$ cat src/hdl/fsfl_pkg.sv
// Shared widths, codes and defaults for the fixed-slot free-list allocator.
`timescale 1ns / 1ps
package fsfl_pkg;

   localparam int SIZE_W   = 16;
   localparam int SLOT_W   = 8;
   localparam int STATUS_W = 2;

   localparam int NUM_SLOTS_DEF = 256;

   localparam logic [SIZE_W-1:0] ITEM_SIZE_RST = 16'd16;

   localparam logic KIND_ALLOC = 1'b0;
   localparam logic KIND_FREE  = 1'b1;

   localparam logic [STATUS_W-1:0] STAT_OK        = 2'd0;
   localparam logic [STATUS_W-1:0] STAT_MISMATCH  = 2'd1;
   localparam logic [STATUS_W-1:0] STAT_EMPTY     = 2'd2;
   localparam logic [STATUS_W-1:0] STAT_REALLOC   = 2'd3;

   typedef logic [SIZE_W-1:0]   size_type;
   typedef logic [SLOT_W-1:0]   slot_type;
   typedef logic [STATUS_W-1:0] status_type;

endpackage

$ cat src/hdl/fixed_slot_free_list_allocator_core.sv
// An accepted item is registered, executed in the EXEC state and its result registered onto the rsp_ ports,
// strobed for one cycle; the receiver cannot stall it.
// Busy stays high while an item executes, so a new item is not taken until the last one is done.
// Reset (synchronous, active high): item_size returns to 16 and busy stays high while
// the link store is chained slot 0 through the last slot.
`timescale 1ns / 1ps
module fixed_slot_free_list_allocator_core #(
   parameter int NUM_SLOTS = fsfl_pkg::NUM_SLOTS_DEF
) (
   input  logic                 clock,
   input  logic                 reset,
   input  logic                 start,
   output logic                 busy,
   input  logic                 req_kind,
   input  fsfl_pkg::size_type   req_request_size,
   input  fsfl_pkg::slot_type   req_free_slot,
   output logic                 rsp_strobe,
   output fsfl_pkg::status_type rsp_status,
   output fsfl_pkg::slot_type   rsp_granted_slot,
   input  logic                 csr_wr_en,
   input  fsfl_pkg::size_type   csr_wr_data
);
   import fsfl_pkg::*;

   localparam int IDX_W  = $clog2(NUM_SLOTS);
   localparam int LINK_W = $clog2(NUM_SLOTS + 1);

   size_type item_size_ff;

   logic              mem_wr_en;
   logic [IDX_W-1:0]  mem_wr_addr;
   logic [LINK_W-1:0] mem_wr_data;
   logic [IDX_W-1:0]  mem_rd_addr;
   logic [LINK_W-1:0] mem_rd_data;

   always_ff @(posedge clock) begin
      if (reset) begin
         item_size_ff <= ITEM_SIZE_RST;
      end else if (csr_wr_en) begin
         item_size_ff <= csr_wr_data;
      end
   end

   fsfl_engine #(
      .NUM_SLOTS (NUM_SLOTS),
      .IDX_W     (IDX_W),
      .LINK_W    (LINK_W)
   ) u_engine (
      .clock            (clock),
      .reset            (reset),
      .start            (start),
      .busy             (busy),
      .kind             (req_kind),
      .request_size     (req_request_size),
      .free_slot        (req_free_slot),
      .item_size        (item_size_ff),
      .rsp_strobe       (rsp_strobe),
      .rsp_status       (rsp_status),
      .rsp_granted_slot (rsp_granted_slot),
      .mem_wr_en        (mem_wr_en),
      .mem_wr_addr      (mem_wr_addr),
      .mem_wr_data      (mem_wr_data),
      .mem_rd_addr      (mem_rd_addr),
      .mem_rd_data      (mem_rd_data)
   );

   fsfl_link_ram #(
      .DEPTH  (NUM_SLOTS),
      .ADDR_W (IDX_W),
      .DATA_W (LINK_W)
   ) u_link_ram (
      .clock   (clock),
      .wr_en   (mem_wr_en),
      .wr_addr (mem_wr_addr),
      .wr_data (mem_wr_data),
      .rd_addr (mem_rd_addr),
      .rd_data (mem_rd_data)
   );

endmodule

$ cat src/hdl/fsfl_link_ram.sv
// Link store: one write port and one registered read port.
`timescale 1ns / 1ps
module fsfl_link_ram #(
   parameter int DEPTH  = 256,
   parameter int ADDR_W = 8,
   parameter int DATA_W = 9
) (
   input  logic              clock,
   input  logic              wr_en,
   input  logic [ADDR_W-1:0] wr_addr,
   input  logic [DATA_W-1:0] wr_data,
   input  logic [ADDR_W-1:0] rd_addr,
   output logic [DATA_W-1:0] rd_data
);

   logic [DATA_W-1:0] mem_ff [DEPTH];
   logic [DATA_W-1:0] rd_data_ff;

   always_ff @(posedge clock) begin
      if (wr_en) begin
         mem_ff[wr_addr] <= wr_data;
      end
   end

   always_ff @(posedge clock) begin
      rd_data_ff <= mem_ff[rd_addr];
   end

   assign rd_data = rd_data_ff;

endmodule

$ cat src/hdl/fsfl_engine.sv
// Request register, link-store init sweep, pop/push logic and result register.
`timescale 1ns / 1ps
module fsfl_engine #(
   parameter int NUM_SLOTS = fsfl_pkg::NUM_SLOTS_DEF,
   parameter int IDX_W     = $clog2(NUM_SLOTS),
   parameter int LINK_W    = $clog2(NUM_SLOTS + 1)
) (
   input  logic                 clock,
   input  logic                 reset,
   input  logic                 start,
   output logic                 busy,
   input  logic                 kind,
   input  fsfl_pkg::size_type   request_size,
   input  fsfl_pkg::slot_type   free_slot,
   input  fsfl_pkg::size_type   item_size,
   output logic                 rsp_strobe,
   output fsfl_pkg::status_type rsp_status,
   output fsfl_pkg::slot_type   rsp_granted_slot,
   output logic                 mem_wr_en,
   output logic [IDX_W-1:0]     mem_wr_addr,
   output logic [LINK_W-1:0]    mem_wr_data,
   output logic [IDX_W-1:0]     mem_rd_addr,
   input  logic [LINK_W-1:0]    mem_rd_data
);
   import fsfl_pkg::*;

   localparam logic [1:0] S_INIT = 2'd0;
   localparam logic [1:0] S_IDLE = 2'd1;
   localparam logic [1:0] S_EXEC = 2'd2;

   localparam logic [LINK_W-1:0] NULL_LINK = LINK_W'(NUM_SLOTS);
   localparam logic [IDX_W-1:0]  LAST_IDX  = IDX_W'(NUM_SLOTS - 1);

   logic [1:0]        state_ff, state_in;
   logic [IDX_W-1:0]  init_cnt_ff, init_cnt_in;
   logic [LINK_W-1:0] head_ff, head_in;

   logic       kind_ff;
   size_type   size_ff;
   slot_type   slot_ff;

   logic       rsp_strobe_ff, rsp_strobe_in;
   status_type status_ff, status_in;
   slot_type   granted_ff, granted_in;

   logic accept;

   assign busy   = (state_ff != S_IDLE);
   assign accept = start && !busy;

   // The head's link is read every cycle, so it is ready in the cycle after accept.
   assign mem_rd_addr = IDX_W'(head_ff);

   always_comb begin
      state_in      = state_ff;
      init_cnt_in   = init_cnt_ff;
      head_in       = head_ff;
      rsp_strobe_in = 1'b0;
      status_in     = status_ff;
      granted_in    = granted_ff;
      mem_wr_en     = 1'b0;
      mem_wr_addr   = init_cnt_ff;
      mem_wr_data   = LINK_W'(init_cnt_ff) + LINK_W'(1);
      case (state_ff)
         S_INIT: begin
            // Chain entry i to i+1; the last entry gets the null mark.
            mem_wr_en   = 1'b1;
            init_cnt_in = init_cnt_ff + IDX_W'(1);
            if (init_cnt_ff == LAST_IDX) begin
               state_in = S_IDLE;
            end
         end
         S_IDLE: begin
            if (accept) begin
               state_in = S_EXEC;
            end
         end
         S_EXEC: begin
            state_in      = S_IDLE;
            rsp_strobe_in = 1'b1;
            status_in     = STAT_OK;
            granted_in    = '0;
            if (kind_ff == KIND_FREE) begin
               if (size_ff != '0) begin
                  status_in = STAT_REALLOC;
               end else if (32'(slot_ff) < NUM_SLOTS) begin
                  mem_wr_en   = 1'b1;
                  mem_wr_addr = IDX_W'(slot_ff);
                  mem_wr_data = head_ff;
                  head_in     = LINK_W'(slot_ff);
               end
            end else begin
               if (size_ff != item_size) begin
                  status_in = STAT_MISMATCH;
               end else if (head_ff >= NULL_LINK) begin
                  status_in = STAT_EMPTY;
               end else begin
                  granted_in = SLOT_W'(head_ff);
                  head_in    = mem_rd_data;
               end
            end
         end
         default: begin
            state_in = S_IDLE;
         end
      endcase
   end

   always_ff @(posedge clock) begin
      if (reset) begin
         state_ff      <= S_INIT;
         init_cnt_ff   <= '0;
         head_ff       <= '0;
         rsp_strobe_ff <= 1'b0;
      end else begin
         state_ff      <= state_in;
         init_cnt_ff   <= init_cnt_in;
         head_ff       <= head_in;
         rsp_strobe_ff <= rsp_strobe_in;
      end
   end

   always_ff @(posedge clock) begin
      if (accept) begin
         kind_ff <= kind;
         size_ff <= request_size;
         slot_ff <= free_slot;
      end
      status_ff  <= status_in;
      granted_ff <= granted_in;
   end

   assign rsp_strobe       = rsp_strobe_ff;
   assign rsp_status       = status_ff;
   assign rsp_granted_slot = granted_ff;

   a_strobe_after_exec: assert property (@(posedge clock) disable iff (reset)
      rsp_strobe_ff |-> $past(state_ff == S_EXEC))
      else $error("result strobe without a preceding execute cycle");

   a_accept_to_exec: assert property (@(posedge clock) disable iff (reset)
      accept |=> (state_ff == S_EXEC))
      else $error("accepted item did not enter execute");

   a_head_in_range: assert property (@(posedge clock) disable iff (reset)
      head_ff <= NULL_LINK)
      else $error("free-list head beyond the null mark");

   a_grant_is_old_head: assert property (@(posedge clock) disable iff (reset)
      (rsp_strobe_ff && status_ff == STAT_OK && $past(kind_ff) == KIND_ALLOC)
         |-> (granted_ff == SLOT_W'($past(head_ff))))
      else $error("granted slot is not the previous head");

   a_no_strobe_in_init: assert property (@(posedge clock) disable iff (reset)
      (state_ff == S_INIT) |-> !rsp_strobe_ff)
      else $error("result strobe during link-store init");

endmodule

$ cat config.mk
export PLATFORM = sky130hd
export DESIGN_NAME = fixed_slot_free_list_allocator_core
export DESIGN_NICKNAME = d
export VERILOG_FILES = /design/src/hdl/fsfl_pkg.sv /design/src/hdl/fixed_slot_free_list_allocator_core.sv /design/src/hdl/fsfl_link_ram.sv /design/src/hdl/fsfl_engine.sv
export SDC_FILE = /design/constraint.sdc
export NUM_CORES = 2
export LEC_CHECK = 0
export BUFFER_PORTS_ARGS = -buffer_cell sky130_fd_sc_hd__clkbuf_2
export CORE_ASPECT_RATIO = 0.7
export CORE_MARGIN = 2
export CORE_UTILIZATION = 45
export CTS_CLUSTER_SIZE = 10
export DETAILED_ROUTE_END_ITERATION = 10
export HOLD_SLACK_MARGIN = 0.02
export PLACE_DENSITY = 0.61
export SLEW_MARGIN = 0
export SYNTH_ARGS = -nofsm -noshare
export SYNTH_HDL_FRONTEND = slang
export SYNTH_SLANG_ARGS = --single-unit
export TNS_END_PERCENT = 50
$ cat constraint.sdc
create_clock -name clock -period 37.6 [get_ports clock]
set_input_delay 1.88 -clock clock [delete_from_list [all_inputs] [get_ports clock]]
set_output_delay 1.88 -clock clock [all_outputs]
set_load 0.05 [all_outputs]
==> qor.yml <==
synthFlopType: "edfxtp_1"
gp_congestion: 0.966
wl_met2_um: 103000
synth-seq-area-share_pct: 76.4
fillers: 16200
fmax_mhz: 181
antenna_left: 0
skew_ps: 29.1
dr_wl_met3_um: 31400
cts_inserted_buffers: 281
setup_viol: 0
wire_per_inst_um: 32.8
ioPinCount: 57
fin_nets: 4821
final_layout_size_suffix_gt1_share_pct: 21.0
ys_async_sr_fraction_pct: 0
drtIter0Drc: 7007
synthDistinctLibCells: 72
failed_checks: "capacitance limit, slew limit"
total_power_mw: 5.36
power_density_mw_per_mm2: 51.8
overflow: 0
synth_edf_count: 2339
grt_setup_unrepaired: "false"
seq_area_mm2: 0.0712
coreArea_mm2: 0.205
post-route-period-util_pct: 14.7
wl_um: 249000
synth_area_mm2: 0.0931
synthesis.nets: 4655
rrSetupSlack_ps: 32070
dr.max_layer_used: "met5"
firstDrtPassIters: 8
syn_inst: 4609
die_w_um: 548
area_growth_pct: 11.3
hold_buffers: 0
slew_viol_final: 4
track_usage_pct: 23.5
swShare_pct: 19.8
grt_max_degree: 201
synth.avg_cell_area_um2: 20.2
ir_drop_mv: 0.0340
synth_seq_cells: 2384
avgViaCountPerCell: 6.27
start_util_pct: 45.3
clkPwrFrac_pct: 44.2
p_sw_mw: 1.06
worst_setup_hold_path_clk_slew_ps: 50
combinationalPowerShare_pct: 1.3
cp-end-kind: "flop"
cts_tree: "done"
multi_input_area_mm2: 0.0203
design_area_mm2: 0.104
wl_met1_um: 109000
required_ps: 38030
relSlewSlack_pct: -8.85
grt_pass1_vias: 46200
row_count: 139
antenna_found_initial: 13
leakagePower_nw: 31.4
post_cts_resized: 0
worst_slew_pin_slew_ps: 1620
hold_class: "reg -> reg"
grt_first_pass_wirelength_um: 352000
insertion_delay_ps: 820
clock_sinks: 2384
synth_warnings: 0
period_minus_slack_ps: 5530
arrival_ps: 5960
cap_violations: 2
clock-root-buffer: "clkbuf_16"
vias: 47600
hold_violations: 0
drc_errors: 0
fin_tns_setup_ps: 0
status: "finished, violations left"
worstSetupStartpointType: "flop"
seqPwrFrac_pct: 54.5
dieArea_mm2: 0.211
crit_type: "reg -> reg"
placed_cell_area_mm2: 0.0960
post_cts_buffers: 0
htree_levels: 5
io_buffers: 56
dp_hpwl_um: 151000
p_int_mw: 4.30
clockBufferDepth: 4
crit_fanout: 100
die_height_um: 385
-- critical path: stages, from the launching register on --
cell,delay (ps)
dfxtp_1,450
nor2b_1,970
and3_4,860
nand2_1,200
o21ai_4,90
buf_4,600
buf_4,810
buf_4,1050
-- logic make-up (layout without fill, tap and decap cells) --
kind of cell             count (synthesis)  in the layout  synth area share, %
AO/OA/AOI/OAI                          551            551                 4.29
flip-flops                            2384           2384                 76.4
XOR/XNOR                                29             29                0.273
multiplexers                           718            718                 13.8
AND/OR/NAND/NOR                        638            638                 3.20
other                                    0              3                    0
buffers and inverters                  288            523                 2.07
adder cells (fa/ha/maj)                  1              1               0.0134
-- Yosys cell counts, types with 17 or more instances --
| library cell | number | area [um2] |
|---|---|---|
| nand2_1 | 71 | 267 |
| nor2_1 | 343 | 1290 |
| a22oi_1 | 94 | 706 |
| a22o_1 | 36 | 315 |
| o21ai_0 | 46 | 230 |
| or3_1 | 22 | 138 |
| dfxtp_1 | 45 | 901 |
| nand3_1 | 18 | 90.1 |
| mux2_2 | 17 | 191 |
| nor2b_1 | 35 | 219 |
| a221oi_1 | 35 | 307 |
| buf_6 | 32 | 360 |
| a211oi_1 | 35 | 263 |
| o22ai_1 | 60 | 375 |
| edfxtp_1 | 2339 | 70200 |
| clkbuf_1 | 86 | 323 |
| o221ai_1 | 55 | 482 |
| or2_2 | 20 | 125 |
| a31oi_1 | 17 | 106 |
| nor4_1 | 17 | 106 |
| mux2i_1 | 254 | 2540 |
| buf_4 | 46 | 345 |
| a21oi_1 | 90 | 450 |
| mux4_2 | 445 | 10000 |
| nor3_1 | 43 | 215 |
| buf_2 | 87 | 435 |
-- power by group through the flow --
stage                     Clock (mW)  Combinational, mW  Sequential (mW)
after floorplan                    0             0.0315             2.99
after global placement             0             0.0671             2.98
after detailed placement           0             0.0696             2.98
after CTS                       2.40             0.0693             2.92
after global routing            2.50             0.0740             2.92
final                           2.37             0.0711             2.92
-- flip-flops by register name, summed over array words and instances (netlist names), 8 cells and up --
signal,cells
u_engine.init_cnt_ff,8
u_link_ram.rd_data,9
u_engine.rsp_granted_slot,8
u_link_ram.mem_ff,2304
item_size_ff,16
u_engine.size_ff,16
u_engine.slot_ff,8
u_engine.head_ff,9
-- layer usage --
metal  vias up  global-route usage (%)
met1     25300                    35.8
met4         8                    5.70
met3       399                    8.92
li1      19400                       -
met5         -                       0
met2      2545                    31.7
-- through the flow --
stage                     std cells  util, %  setup WS [ps]  hold slack, ps
after floorplan                4609        -          24110             481
after global placement         7237     46.7          32250             500
after detailed placement       7238     46.7          32110             509
after CTS                      7590     50.4          32130             522
after global routing           7594     50.4          31690             562
final                          7596     50.4          32070             518
-- placed cells by master, fill, tap and decap left out, types with 15 or more instances in the layout --
master / count
dfxtp_1: 39
a211oi_1: 35
nand2b_1: 15
o22ai_1: 60
a31oi_1: 17
a221oi_1: 35
buf_4: 100
mux2i_1: 254
or2_2: 20
o21ai_0: 37
a22o_1: 36
mux2_2: 16
a21oi_1: 89
mux4_2: 445
clkbuf_2: 56
nor2_1: 339
edfxtp_1: 2339
nor2b_1: 31
clkbuf_16: 289
clkbuf_1: 47
or3_1: 16
xor2_1: 15
nand2_1: 71
nor3_1: 43
o221ai_1: 55
a22oi_1: 94
nand3_1: 18
-- final timing paths --
check                                                  to  depth (start not counted)                  from
worst min-delay path                      item_size_ff[7]                          2       item_size_ff[7]
worst min register to register            item_size_ff[7]                          2       item_size_ff[7]
worst max register to register  u_link_ram.mem_ff[122][0]                          7  u_engine.state_ff[1]
worst max-delay path            u_link_ram.mem_ff[122][0]                          7  u_engine.state_ff[1]
-- cell type report --
| type | instances | share of cell area, % |
|---|---|---|
| Antenna cell | 3 | 0.00725 |
| Clock buffer | 336 | 7.15 |
| Clock inverter | 16 | 0.140 |
| Inverter | 9 | 0.0326 |
| Multi-Input combinational cell | 1937 | 19.6 |
| Sequential cell | 2384 | 68.7 |
| Tap cell | 2749 | 3.32 |
| Timing Repair Buffer | 162 | 1.10 |
(Power assumes the default switching activity.)
